<file path="config.mk">
export PLATFORM = sky130hd
export DESIGN_NAME = quadratic_bezier_stroke_segmenter_flat
export DESIGN_NICKNAME = d
export VERILOG_FILES = /design/src/sv/qbss_pkg.sv /design/src/sv/qbss_if.sv /design/src/sv/qbss_ctrl.sv /design/src/sv/qbss_axis.sv /design/src/sv/qbss_datapath.sv /design/src/sv/quadratic_bezier_stroke_segmenter.sv /design/src/flat_wrapper.sv
export SDC_FILE = /design/constraint.sdc
export NUM_CORES = 2
export LEC_CHECK = 0
export BUFFER_PORTS_ARGS = -buffer_cell sky130_fd_sc_hd__buf_2
export CAP_MARGIN = 0
export CELL_PAD_IN_SITES_DETAIL_PLACEMENT = 0
export CELL_PAD_IN_SITES_GLOBAL_PLACEMENT = 1
export CORE_ASPECT_RATIO = 2
export CORE_MARGIN = 10
export CORE_UTILIZATION = 45
export DETAILED_ROUTE_END_ITERATION = 10
export HOLD_SLACK_MARGIN = 0.15
export PLACE_DENSITY_LB_ADDON = 0.08
export REMOVE_ABC_BUFFERS = 1
export SLEW_MARGIN = 40
export SYNTH_ARGS = -nofsm -noshare
export SYNTH_HDL_FRONTEND = slang
export SYNTH_SLANG_ARGS = --single-unit
</file>
<file path="constraint.sdc">
create_clock -name clock -period 10.1 [get_ports clock]
set_input_delay 2.02 -clock clock [delete_from_list [all_inputs] [get_ports clock]]
set_output_delay 2.02 -clock clock [all_outputs]
set_load 0.03 [all_outputs]
</file>
<file path="src/sv/qbss_pkg.sv">
// shared types, widths and codes for the quadratic bezier stroke segmenter
package qbss_pkg;

   localparam int COORD_BITS    = 16;
   localparam int MAX_SEGMENTS  = 64;
   localparam int LINE_W        = 8;
   localparam int SEG_REG_W     = 7;
   localparam logic [SEG_REG_W-1:0] SEG_RESET = SEG_REG_W'(50);

   // sample index runs 0..N, N^2 is the divisor
   localparam int IDX_W  = $clog2(MAX_SEGMENTS + 1);
   localparam int SQ_W   = $clog2(MAX_SEGMENTS * MAX_SEGMENTS + 1);
   localparam int NUM_W  = COORD_BITS + SQ_W;
   localparam int MAG_W  = NUM_W - 1;
   localparam int QUO_W  = COORD_BITS;
   localparam int REM_W  = SQ_W + 1;
   localparam int STEP_W = $clog2(QUO_W);

   localparam int CSR_DATA_W = 32;
   localparam int CSR_ADDR_W = 3;
   localparam int CSR_IDX_W  = CSR_ADDR_W - 2;
   localparam logic [CSR_IDX_W-1:0] REG_SEGMENT_COUNT = CSR_IDX_W'(0);

   typedef logic signed [COORD_BITS-1:0] coord_type;
   typedef logic [LINE_W-1:0]            line_type;
   typedef logic [IDX_W-1:0]             idx_type;
   typedef logic [SQ_W-1:0]              sq_type;
   typedef logic [SEG_REG_W-1:0]         seg_type;

   typedef enum logic [1:0] {
      TERM_P0,
      TERM_P1,
      TERM_P2
   } term_type;

   typedef enum logic [3:0] {
      ST_IDLE,
      ST_WEIGHT,
      ST_MAC0,
      ST_MAC1,
      ST_MAC2,
      ST_DIV_LOAD,
      ST_DIV,
      ST_FIX,
      ST_STEP
   } state_type;

   typedef struct packed {
      logic     load;
      logic     weights;
      logic     mac;
      term_type term;
      logic     div_load;
      logic     div_step;
      logic     fix;
      logic     advance;
      logic     emit;
      idx_type  index;
   } cmd_type;

   typedef struct packed {
      logic out_free;
      logic last;
   } status_type;

endpackage

</file>
<file path="src/sv/qbss_if.sv">
// stream channel interfaces for stroke beats in and segment beats out
interface qbss_req_if;
   import qbss_pkg::*;
   logic      valid;
   logic      ready;
   coord_type first_x;
   coord_type first_y;
   coord_type middle_x;
   coord_type middle_y;
   coord_type final_x;
   coord_type final_y;
   line_type  line_width;

   modport source (
      output valid, first_x, first_y, middle_x, middle_y, final_x, final_y, line_width,
      input  ready
   );
   modport sink (
      input  valid, first_x, first_y, middle_x, middle_y, final_x, final_y, line_width,
      output ready
   );
endinterface

interface qbss_rsp_if;
   import qbss_pkg::*;
   logic      valid;
   logic      ready;
   coord_type start_x;
   coord_type start_y;
   coord_type end_x;
   coord_type end_y;
   line_type  width_out;
   logic      last_segment;

   modport source (
      output valid, start_x, start_y, end_x, end_y, width_out, last_segment,
      input  ready
   );
   modport sink (
      input  valid, start_x, start_y, end_x, end_y, width_out, last_segment,
      output ready
   );
endinterface

</file>
<file path="src/sv/qbss_ctrl.sv">
// sequencer: walks the sample index and the per-sample mac and divide steps
module qbss_ctrl (
   input  logic                clock,
   input  logic                reset,
   input  logic                req_valid,
   output logic                req_ready,
   input  qbss_pkg::status_type status,
   output qbss_pkg::cmd_type    cmd
);
   import qbss_pkg::*;

   state_type          state_ff, state_in;
   idx_type            index_ff, index_in;
   logic [STEP_W-1:0]  step_ff, step_in;

   always_ff @(posedge clock) begin
      if (reset) begin
         state_ff <= ST_IDLE;
         index_ff <= '0;
         step_ff  <= '0;
      end else begin
         state_ff <= state_in;
         index_ff <= index_in;
         step_ff  <= step_in;
      end
   end

   // next state
   always_comb begin
      state_in = state_ff;
      unique case (state_ff)
         ST_IDLE:     if (req_valid) state_in = ST_WEIGHT;
         ST_WEIGHT:   state_in = ST_MAC0;
         ST_MAC0:     state_in = ST_MAC1;
         ST_MAC1:     state_in = ST_MAC2;
         ST_MAC2:     state_in = ST_DIV_LOAD;
         ST_DIV_LOAD: state_in = ST_DIV;
         ST_DIV:      if (step_ff == STEP_W'(QUO_W - 1)) state_in = ST_FIX;
         ST_FIX:      state_in = ST_STEP;
         ST_STEP: begin
            if (index_ff == '0) begin
               state_in = ST_WEIGHT;
            end else if (status.out_free) begin
               state_in = status.last ? ST_IDLE : ST_WEIGHT;
            end
         end
         default:     state_in = ST_IDLE;
      endcase
   end

   // counters
   always_comb begin
      index_in = index_ff;
      step_in  = step_ff;
      unique case (state_ff)
         ST_IDLE:     index_in = '0;
         ST_DIV_LOAD: step_in = '0;
         ST_DIV:      step_in = step_ff + 1'b1;
         ST_STEP: begin
            if (index_ff == '0 || (status.out_free && !status.last)) begin
               index_in = index_ff + 1'b1;
            end
         end
         default: ;
      endcase
   end

   // outputs
   always_comb begin
      cmd       = '0;
      cmd.term  = TERM_P0;
      cmd.index = index_ff;
      req_ready = 1'b0;
      unique case (state_ff)
         ST_IDLE: begin
            req_ready = 1'b1;
            cmd.load  = req_valid;
         end
         ST_WEIGHT:   cmd.weights = 1'b1;
         ST_MAC0: begin
            cmd.mac  = 1'b1;
            cmd.term = TERM_P0;
         end
         ST_MAC1: begin
            cmd.mac  = 1'b1;
            cmd.term = TERM_P1;
         end
         ST_MAC2: begin
            cmd.mac  = 1'b1;
            cmd.term = TERM_P2;
         end
         ST_DIV_LOAD: cmd.div_load = 1'b1;
         ST_DIV:      cmd.div_step = 1'b1;
         ST_FIX:      cmd.fix = 1'b1;
         ST_STEP: begin
            // first sample only seeds the previous point
            if (index_ff == '0) begin
               cmd.advance = 1'b1;
            end else if (status.out_free) begin
               cmd.advance = 1'b1;
               cmd.emit    = 1'b1;
            end
         end
         default: ;
      endcase
   end

endmodule

</file>
<file path="src/sv/qbss_axis.sv">
// one coordinate axis: control points, weighted sum and restoring divide by n^2
module qbss_axis (
   input  logic                clock,
   input  qbss_pkg::cmd_type   cmd,
   input  qbss_pkg::coord_type a,
   input  qbss_pkg::coord_type b,
   input  qbss_pkg::coord_type c,
   input  qbss_pkg::sq_type    w,
   input  qbss_pkg::sq_type    d,
   output qbss_pkg::coord_type point
);
   import qbss_pkg::*;

   coord_type               p0_ff, p0_in;
   coord_type               p1_ff, p1_in;
   coord_type               p2_ff, p2_in;
   logic signed [NUM_W-1:0] acc_ff, acc_in;
   logic                    neg_ff, neg_in;
   logic [REM_W-1:0]        rem_ff, rem_in;
   logic [QUO_W-1:0]        quo_ff, quo_in;
   coord_type               point_ff, point_in;

   logic signed [COORD_BITS:0] sum_ab, sum_bc, adj_ab, adj_bc;
   coord_type                  p_sel;
   logic signed [NUM_W-1:0]    prod;
   logic [MAG_W-1:0]           mag;
   logic [REM_W-1:0]           trial;
   logic                       fits;

   // halving truncates toward zero: add one before the shift when negative
   assign sum_ab = {a[COORD_BITS-1], a} + {b[COORD_BITS-1], b};
   assign sum_bc = {b[COORD_BITS-1], b} + {c[COORD_BITS-1], c};
   assign adj_ab = sum_ab + {{COORD_BITS{1'b0}}, sum_ab[COORD_BITS]};
   assign adj_bc = sum_bc + {{COORD_BITS{1'b0}}, sum_bc[COORD_BITS]};

   always_comb begin
      case (cmd.term)
         TERM_P0: p_sel = p0_ff;
         TERM_P1: p_sel = p1_ff;
         TERM_P2: p_sel = p2_ff;
         default: p_sel = p0_ff;
      endcase
   end

   assign prod  = $signed({1'b0, w}) * p_sel;
   assign mag   = acc_ff[NUM_W-1] ? MAG_W'(-acc_ff) : MAG_W'(acc_ff);
   assign trial = {rem_ff[REM_W-2:0], quo_ff[QUO_W-1]};
   assign fits  = trial >= {1'b0, d};

   always_comb begin
      p0_in    = p0_ff;
      p1_in    = p1_ff;
      p2_in    = p2_ff;
      acc_in   = acc_ff;
      neg_in   = neg_ff;
      rem_in   = rem_ff;
      quo_in   = quo_ff;
      point_in = point_ff;
      if (cmd.load) begin
         p0_in = adj_ab[COORD_BITS:1];
         p1_in = b;
         p2_in = adj_bc[COORD_BITS:1];
      end
      if (cmd.mac) begin
         acc_in = (cmd.term == TERM_P0) ? prod : acc_ff + prod;
      end
      if (cmd.div_load) begin
         // |num| < n^2 * 2^QUO_W, so the high part starts below the divisor
         neg_in = acc_ff[NUM_W-1];
         rem_in = REM_W'(mag[MAG_W-1:QUO_W]);
         quo_in = mag[QUO_W-1:0];
      end
      if (cmd.div_step) begin
         rem_in = fits ? trial - {1'b0, d} : trial;
         quo_in = {quo_ff[QUO_W-2:0], fits};
      end
      if (cmd.fix) begin
         point_in = neg_ff ? coord_type'(~quo_ff + 1'b1) : coord_type'(quo_ff);
      end
   end

   always_ff @(posedge clock) begin
      p0_ff    <= p0_in;
      p1_ff    <= p1_in;
      p2_ff    <= p2_in;
      acc_ff   <= acc_in;
      neg_ff   <= neg_in;
      rem_ff   <= rem_in;
      quo_ff   <= quo_in;
      point_ff <= point_in;
   end

   assign point = point_ff;

endmodule

</file>
<file path="src/sv/qbss_datapath.sv">
// datapath: segment count, bernstein weights, two axis units, output register
module qbss_datapath (
   input  logic                 clock,
   input  logic                 reset,
   input  qbss_pkg::cmd_type    cmd,
   output qbss_pkg::status_type status,
   input  qbss_pkg::seg_type    seg_count,
   input  qbss_pkg::coord_type  first_x,
   input  qbss_pkg::coord_type  first_y,
   input  qbss_pkg::coord_type  middle_x,
   input  qbss_pkg::coord_type  middle_y,
   input  qbss_pkg::coord_type  final_x,
   input  qbss_pkg::coord_type  final_y,
   input  qbss_pkg::line_type   line_width,
   qbss_rsp_if.source           rsp_ch
);
   import qbss_pkg::*;

   idx_type   n_ff, n_in;
   sq_type    d_ff, d_in;
   line_type  width_ff, width_in;
   sq_type    w0_ff, w0_in;
   sq_type    w1_ff, w1_in;
   sq_type    w2_ff, w2_in;
   coord_type prev_x_ff, prev_x_in;
   coord_type prev_y_ff, prev_y_in;
   coord_type out_sx_ff, out_sx_in;
   coord_type out_sy_ff, out_sy_in;
   coord_type out_ex_ff, out_ex_in;
   coord_type out_ey_ff, out_ey_in;
   line_type  out_w_ff, out_w_in;
   logic      out_last_ff, out_last_in;
   logic      out_valid_ff, out_valid_in;

   idx_type              n_eff, r;
   logic [2*IDX_W-1:0]   nn_full, rr_full, ir_full, ii_full;
   sq_type               w_sel;
   coord_type            point_x, point_y;

   // zero runs as one segment, large counts saturate
   always_comb begin
      if (seg_count == '0) begin
         n_eff = IDX_W'(1);
      end else if (seg_count > SEG_REG_W'(MAX_SEGMENTS)) begin
         n_eff = IDX_W'(MAX_SEGMENTS);
      end else begin
         n_eff = IDX_W'(seg_count);
      end
   end

   assign nn_full = n_eff * n_eff;
   assign r       = n_ff - cmd.index;
   assign rr_full = r * r;
   assign ir_full = cmd.index * r;
   assign ii_full = cmd.index * cmd.index;

   always_comb begin
      case (cmd.term)
         TERM_P0: w_sel = w0_ff;
         TERM_P1: w_sel = w1_ff;
         TERM_P2: w_sel = w2_ff;
         default: w_sel = w0_ff;
      endcase
   end

   qbss_axis u_axis_x (
      .clock (clock),
      .cmd   (cmd),
      .a     (first_x),
      .b     (middle_x),
      .c     (final_x),
      .w     (w_sel),
      .d     (d_ff),
      .point (point_x)
   );

   qbss_axis u_axis_y (
      .clock (clock),
      .cmd   (cmd),
      .a     (first_y),
      .b     (middle_y),
      .c     (final_y),
      .w     (w_sel),
      .d     (d_ff),
      .point (point_y)
   );

   assign status.out_free = !out_valid_ff || rsp_ch.ready;
   assign status.last     = (cmd.index == n_ff);

   always_comb begin
      n_in         = n_ff;
      d_in         = d_ff;
      width_in     = width_ff;
      w0_in        = w0_ff;
      w1_in        = w1_ff;
      w2_in        = w2_ff;
      prev_x_in    = prev_x_ff;
      prev_y_in    = prev_y_ff;
      out_sx_in    = out_sx_ff;
      out_sy_in    = out_sy_ff;
      out_ex_in    = out_ex_ff;
      out_ey_in    = out_ey_ff;
      out_w_in     = out_w_ff;
      out_last_in  = out_last_ff;
      out_valid_in = out_valid_ff;
      if (cmd.load) begin
         n_in     = n_eff;
         d_in     = SQ_W'(nn_full);
         width_in = line_width;
      end
      if (cmd.weights) begin
         w0_in = SQ_W'(rr_full);
         w1_in = SQ_W'({ir_full, 1'b0});
         w2_in = SQ_W'(ii_full);
      end
      if (cmd.advance) begin
         prev_x_in = point_x;
         prev_y_in = point_y;
      end
      if (rsp_ch.ready) begin
         out_valid_in = 1'b0;
      end
      if (cmd.emit) begin
         out_sx_in    = prev_x_ff;
         out_sy_in    = prev_y_ff;
         out_ex_in    = point_x;
         out_ey_in    = point_y;
         out_w_in     = width_ff;
         out_last_in  = status.last;
         out_valid_in = 1'b1;
      end
   end

   always_ff @(posedge clock) begin
      if (reset) begin
         out_valid_ff <= 1'b0;
         width_ff     <= '0;
      end else begin
         out_valid_ff <= out_valid_in;
         width_ff     <= width_in;
      end
      n_ff        <= n_in;
      d_ff        <= d_in;
      w0_ff       <= w0_in;
      w1_ff       <= w1_in;
      w2_ff       <= w2_in;
      prev_x_ff   <= prev_x_in;
      prev_y_ff   <= prev_y_in;
      out_sx_ff   <= out_sx_in;
      out_sy_ff   <= out_sy_in;
      out_ex_ff   <= out_ex_in;
      out_ey_ff   <= out_ey_in;
      out_w_ff    <= out_w_in;
      out_last_ff <= out_last_in;
   end

   assign rsp_ch.valid        = out_valid_ff;
   assign rsp_ch.start_x      = out_sx_ff;
   assign rsp_ch.start_y      = out_sy_ff;
   assign rsp_ch.end_x        = out_ex_ff;
   assign rsp_ch.end_y        = out_ey_ff;
   assign rsp_ch.width_out    = out_w_ff;
   assign rsp_ch.last_segment = out_last_ff;

endmodule

</file>
<file path="src/sv/quadratic_bezier_stroke_segmenter.sv">
// top level: quadratic bezier stroke segmenter with register port
//
//  channel  direction  beat
//  req_ch   in         three stroke points and a line width
//  rsp_ch   out        one line segment, width and last flag
//  csr_*    in/out     apb-style access to segment_count at byte 0
//
// every sample point runs weights, three mac steps, divide load,
// one quotient bit per cycle over the 16-bit quotient, sign fix and step.
// an item of n segments walks n+1 sample points.
// rsp stalls hold the sequencer in its step state; the output register lets a
// new item be taken while the last segment still waits.
// reset is synchronous and sets segment_count to 50.
module quadratic_bezier_stroke_segmenter (
   input  logic                                 clock,
   input  logic                                 reset,
   qbss_req_if.sink                             req_ch,
   qbss_rsp_if.source                           rsp_ch,
   input  logic                                 csr_psel,
   input  logic                                 csr_penable,
   input  logic                                 csr_pwrite,
   input  logic [qbss_pkg::CSR_ADDR_W-1:0]      csr_paddr,
   input  logic [qbss_pkg::CSR_DATA_W-1:0]      csr_pwdata,
   output logic [qbss_pkg::CSR_DATA_W-1:0]      csr_prdata,
   output logic                                 csr_pready
);
   import qbss_pkg::*;

   seg_type                seg_count_ff, seg_count_in;
   logic [CSR_IDX_W-1:0]   csr_index;
   logic                   csr_write;
   cmd_type                cmd;
   status_type             status;

   assign csr_pready = 1'b1;
   assign csr_index  = csr_paddr[CSR_ADDR_W-1:2];
   assign csr_write  = csr_psel && csr_penable && csr_pwrite && csr_pready;

   always_comb begin
      seg_count_in = seg_count_ff;
      if (csr_write && csr_index == REG_SEGMENT_COUNT) begin
         seg_count_in = csr_pwdata[SEG_REG_W-1:0];
      end
   end

   always_comb begin
      unique case (csr_index)
         REG_SEGMENT_COUNT: csr_prdata = CSR_DATA_W'(seg_count_ff);
         default:           csr_prdata = '0;
      endcase
   end

   always_ff @(posedge clock) begin
      if (reset) begin
         seg_count_ff <= SEG_RESET;
      end else begin
         seg_count_ff <= seg_count_in;
      end
   end

   qbss_ctrl u_ctrl (
      .clock     (clock),
      .reset     (reset),
      .req_valid (req_ch.valid),
      .req_ready (req_ch.ready),
      .status    (status),
      .cmd       (cmd)
   );

   qbss_datapath u_datapath (
      .clock      (clock),
      .reset      (reset),
      .cmd        (cmd),
      .status     (status),
      .seg_count  (seg_count_ff),
      .first_x    (req_ch.first_x),
      .first_y    (req_ch.first_y),
      .middle_x   (req_ch.middle_x),
      .middle_y   (req_ch.middle_y),
      .final_x    (req_ch.final_x),
      .final_y    (req_ch.final_y),
      .line_width (req_ch.line_width),
      .rsp_ch     (rsp_ch)
   );

endmodule

</file>
<file path="src/flat_wrapper.sv">
// flat-port wrapper written by rule: the top's interface ports become plain ports
module quadratic_bezier_stroke_segmenter_flat import qbss_pkg::*;
  (clock, reset, csr_psel, csr_penable, csr_pwrite, csr_paddr, csr_pwdata, csr_prdata, csr_pready, req_ch_valid, req_ch_first_x, req_ch_first_y, req_ch_middle_x, req_ch_middle_y, req_ch_final_x, req_ch_final_y, req_ch_line_width, req_ch_ready, rsp_ch_valid, rsp_ch_start_x, rsp_ch_start_y, rsp_ch_end_x, rsp_ch_end_y, rsp_ch_width_out, rsp_ch_last_segment, rsp_ch_ready);
  qbss_req_if req_ch_i ();
  qbss_rsp_if rsp_ch_i ();
  input  logic clock;
  input  logic reset;
  input  logic csr_psel;
  input  logic csr_penable;
  input  logic csr_pwrite;
  input  logic [qbss_pkg::CSR_ADDR_W-1:0] csr_paddr;
  input  logic [qbss_pkg::CSR_DATA_W-1:0] csr_pwdata;
  output logic [qbss_pkg::CSR_DATA_W-1:0] csr_prdata;
  output logic csr_pready;
  input wire logic [$bits(req_ch_i.valid)-1:0] req_ch_valid;
  input wire logic [$bits(req_ch_i.first_x)-1:0] req_ch_first_x;
  input wire logic [$bits(req_ch_i.first_y)-1:0] req_ch_first_y;
  input wire logic [$bits(req_ch_i.middle_x)-1:0] req_ch_middle_x;
  input wire logic [$bits(req_ch_i.middle_y)-1:0] req_ch_middle_y;
  input wire logic [$bits(req_ch_i.final_x)-1:0] req_ch_final_x;
  input wire logic [$bits(req_ch_i.final_y)-1:0] req_ch_final_y;
  input wire logic [$bits(req_ch_i.line_width)-1:0] req_ch_line_width;
  output wire logic [$bits(req_ch_i.ready)-1:0] req_ch_ready;
  output wire logic [$bits(rsp_ch_i.valid)-1:0] rsp_ch_valid;
  output wire logic [$bits(rsp_ch_i.start_x)-1:0] rsp_ch_start_x;
  output wire logic [$bits(rsp_ch_i.start_y)-1:0] rsp_ch_start_y;
  output wire logic [$bits(rsp_ch_i.end_x)-1:0] rsp_ch_end_x;
  output wire logic [$bits(rsp_ch_i.end_y)-1:0] rsp_ch_end_y;
  output wire logic [$bits(rsp_ch_i.width_out)-1:0] rsp_ch_width_out;
  output wire logic [$bits(rsp_ch_i.last_segment)-1:0] rsp_ch_last_segment;
  input wire logic [$bits(rsp_ch_i.ready)-1:0] rsp_ch_ready;
  assign req_ch_i.valid = req_ch_valid;
  assign req_ch_i.first_x = req_ch_first_x;
  assign req_ch_i.first_y = req_ch_first_y;
  assign req_ch_i.middle_x = req_ch_middle_x;
  assign req_ch_i.middle_y = req_ch_middle_y;
  assign req_ch_i.final_x = req_ch_final_x;
  assign req_ch_i.final_y = req_ch_final_y;
  assign req_ch_i.line_width = req_ch_line_width;
  assign req_ch_ready = req_ch_i.ready;
  assign rsp_ch_valid = rsp_ch_i.valid;
  assign rsp_ch_start_x = rsp_ch_i.start_x;
  assign rsp_ch_start_y = rsp_ch_i.start_y;
  assign rsp_ch_end_x = rsp_ch_i.end_x;
  assign rsp_ch_end_y = rsp_ch_i.end_y;
  assign rsp_ch_width_out = rsp_ch_i.width_out;
  assign rsp_ch_last_segment = rsp_ch_i.last_segment;
  assign rsp_ch_i.ready = rsp_ch_ready;
  quadratic_bezier_stroke_segmenter u_core (.clock(clock), .reset(reset), .req_ch(req_ch_i), .rsp_ch(rsp_ch_i), .csr_psel(csr_psel), .csr_penable(csr_penable), .csr_pwrite(csr_pwrite), .csr_paddr(csr_paddr), .csr_pwdata(csr_pwdata), .csr_prdata(csr_prdata), .csr_pready(csr_pready));
endmodule
</file>
==> impl_metrics.toml <==
[worst_setup_path]
crit_arrival_ns = 10.01
r2r_start = "u_core.u_ctrl.state_ff[3]"
cpMostUsedCell = "fa_1"
worstSetupPathType = "reg2reg"
critPathCaptureType = "flip-flop"
worst_ep_required_time_ns = 10.44
cp_slowest_cell = "fa_1"
start_kind = "flip-flop"
cp_max_fo = 11
critPathLaunch = "u_core.u_ctrl.state_ff[3]"
critical-path-max-stage-delay_ns = 0.53

[logic_synthesis]
syn_avg_cell_area_um2 = 9.75
synth_top_area_share = 0.266
synth-seq-area-share = 0.279
ys_top_cells_by_count = "inv_1, fa_1, nand2_1, nor2_1, ha_1"
ys_warn_count = 0
synth_edf_count = 405
syn_area_mm2 = 0.0458
async_flop_share = 0
ys_types = 75
ys_ff_latch = 436
yosysMostFrequentCell = "inv_1"
synth.largest_area_cell = "edfxtp_1"
synthCells = 4699
synthTopCellsByArea = "edfxtp_1, fa_1, ha_1"
synth-main-ff-cell = "edfxtp_1"

[min_path]
min_from = "u_core.u_datapath.prev_y_ff[10]"
hold_class = "reg2reg"

[die]
die-area_mm2 = 0.116
coreArea_mm2 = 0.101
die_h_um = 471
die_w_um = 246
design.portCount = 254
initial_core_util = 0.453
row_count = 165

[placed_design]
gp_congestion = 0.886
dp_slack_ns = -0.199
dp_hpwl_um = 101000
placed_area_mm2 = 0.0494
place_inst = 6272
numPortBuffers = 200

[sta]
maxSlewViolCount = 0
max_freq_mhz = 103
rsz0062_at_grt = "no"
min_period_over_period = 0.957
worstMarginPinSlew_ns = 0.774
fin_tns_setup_ns = 0
fin_ws_ns = 0.435
relSlewSlack = 0.469
worst_clock_skew_ns = 0.0367
final-setup-viol-count = 0
finalHoldViolCount = 0
period_minus_slack_ns = 9.66

[clock_network]
h-tree-depth = 2
cts_tree = "yes"
clk_latency_ns = 0.64
cts_max_path_buffers = 3
cts_sinks = 436
hold_buffers = 0
cts_buffers = 43
cts_root_buf = "clkbuf_16"
path_clk_slew_ns = 0.07

[grt]
antenna_found_initial = 1
grt_pass1_wl_um = 191000
grt_max_degree = 95
overflow = 0
grt_pass1_vias = 36200
gr-usage-all-layers = 0.209

[layout]
drive_gt1_frac = 0.113
area_delta_synth_final_pct = 11.5
layout.cells.non_filler = 6360
nets = 6015
fillers = 9656
fin_area_mm2 = 0.0511

[drt]
drc = 0
via_per_inst = 5.26
vias = 33500
drt-initial-drc-count = 1145
first_pass_iters = 5
drt_wl_total_um = 120000
drt-wirelength-per-cell_um = 18.9
postRouteAntennaNets = 0

[run]
maxCapViolCount = 0

[outcome]
status = "completed"
stage by stage:
stage	utilization	hold slack (ns)
2_1_floorplan	-	0.400
3_3_place_gp	0.488	0.401
3_5_place_dp	0.488	0.405
4_1_cts	0.502	0.421
5_1_grt	0.505	0.424
6_report	0.505	0.421
layout make-up:
class                           instances  area, um^2  area share
Antenna cell                            1        2.50   0.0000490
Clock buffer                           47        1110      0.0218
Clock inverter                         32         307     0.00600
Inverter                              668        2510      0.0492
Multi-Input combinational cell       3478       30200       0.592
Sequential cell                       436       12800       0.250
Tap cell                             1336        1670      0.0327
Timing Repair Buffer                  362        2440      0.0478
placed cells by master, fill, tap and decap left out, types with 18 or more instances in the layout:
cell type and instances:
fa_1 470, mux2i_1 40, conb_1 33, a211oi_1 29, a22o_1 32, nand2_1 462
edfxtp_1 405, a21o_1 89, and3_1 18, inv_1 662, buf_2 200, dfxtp_1 29
nand4_1 18, buf_4 139, nor2b_1 61, and2_1 54, a31oi_1 20, xor2_1 126
mux2_2 46, clkbuf_16 44, o21a_1 43, nor2_1 408, o21ai_0 185, xnor2_1 234
o31ai_1 39, o21bai_1 29, nand3_1 45, ha_1 407, or3_1 22, nand2b_1 66
nor3_1 56, a21oi_1 196
worst max-delay path: cells and delay by family (launching register included):
family                   cells  cell delay, ns
AO/OA/AOI/OAI               15            3.43
XOR/XNOR                     2            0.25
adder cells (fa/ha/maj)      9            3.71
buffers and inverters        6            0.57
flip-flops                   1            0.36
multiplexers                 1            0.22
AND/OR/NAND/NOR              5            0.83
worst paths after layout:
| path | end | cells past startpoint | slack [ns] |
|---|---|---|---|
| max | u_core.u_datapath.u_axis_y.acc_ff[28] | 38 | 0.44 |
| min | u_core.u_datapath.rsp_ch.start_y[10] | 0 | 0.42 |
| max reg2reg | u_core.u_datapath.u_axis_y.acc_ff[28] | 38 | 0.44 |
| min reg2reg | u_core.u_datapath.rsp_ch.start_y[10] | 0 | 0.42 |
layer usage:
metal,up-vias,part of all wire,track usage
met5,-,0,0
met4,0,0.049,0.0930
met1,16500,0.36,0.208
met2,559,0.57,0.422
li1,16300,-,-
met3,195,0.028,0.0194
flip-flops by register name (all words and copies together) (netlist names), 11 cells and up:
register and flops:
u_core.u_datapath.prev_y_ff 16, u_core.u_datapath.rsp_ch.end_x 16, u_core.u_datapath.u_axis_y.quo_ff 16, u_core.u_datapath.u_axis_y.acc_ff 29, u_core.u_datapath.u_axis_y.p1_ff 16, u_core.u_datapath.w1_ff 12
u_core.u_datapath.rsp_ch.start_x 16, u_core.u_datapath.u_axis_y.p0_ff 16, u_core.u_datapath.u_axis_x.point 16, u_core.u_datapath.u_axis_x.quo_ff 16, u_core.u_datapath.u_axis_y.rem_ff 13, u_core.u_datapath.w2_ff 12
u_core.u_datapath.u_axis_x.p2_ff 16, u_core.u_datapath.u_axis_x.acc_ff 29, u_core.u_datapath.w0_ff 12, u_core.u_datapath.rsp_ch.end_y 16, u_core.u_datapath.u_axis_x.p0_ff 16, u_core.u_datapath.d_ff 11
u_core.u_datapath.u_axis_x.rem_ff 13, u_core.u_datapath.u_axis_y.point 16, u_core.u_datapath.rsp_ch.start_y 16, u_core.u_datapath.prev_x_ff 16, u_core.u_datapath.u_axis_y.p2_ff 16, u_core.u_datapath.u_axis_x.p1_ff 16
cell families (layout without fill, tap and decap cells):
group | after synthesis | after routing | synth area share
and+or+nand+nor | 1307 | 1307 | 0.130
adders and majority gates | 880 | 880 | 0.317
buffers and inverters | 816 | 1109 | 0.0697
AOI/OAI and AO/OA | 803 | 803 | 0.112
DFF | 436 | 436 | 0.279
xor gates and xnor gates | 361 | 361 | 0.0690
muxes | 94 | 94 | 0.0218
other | 2 | 34 | 0.000164
what timing repair did:
action                                  in CTS  in global routing
endpoints found under the setup margin       1                 12
hold endpoints to repair                     0                  0
pin swaps                                    0                  4
setup buffers                                0                  6
gates resized for setup                      4                 29
Power is not shown: default switching activity piles up to over one toggle a cycle in this logic, so the estimate is an artifact.
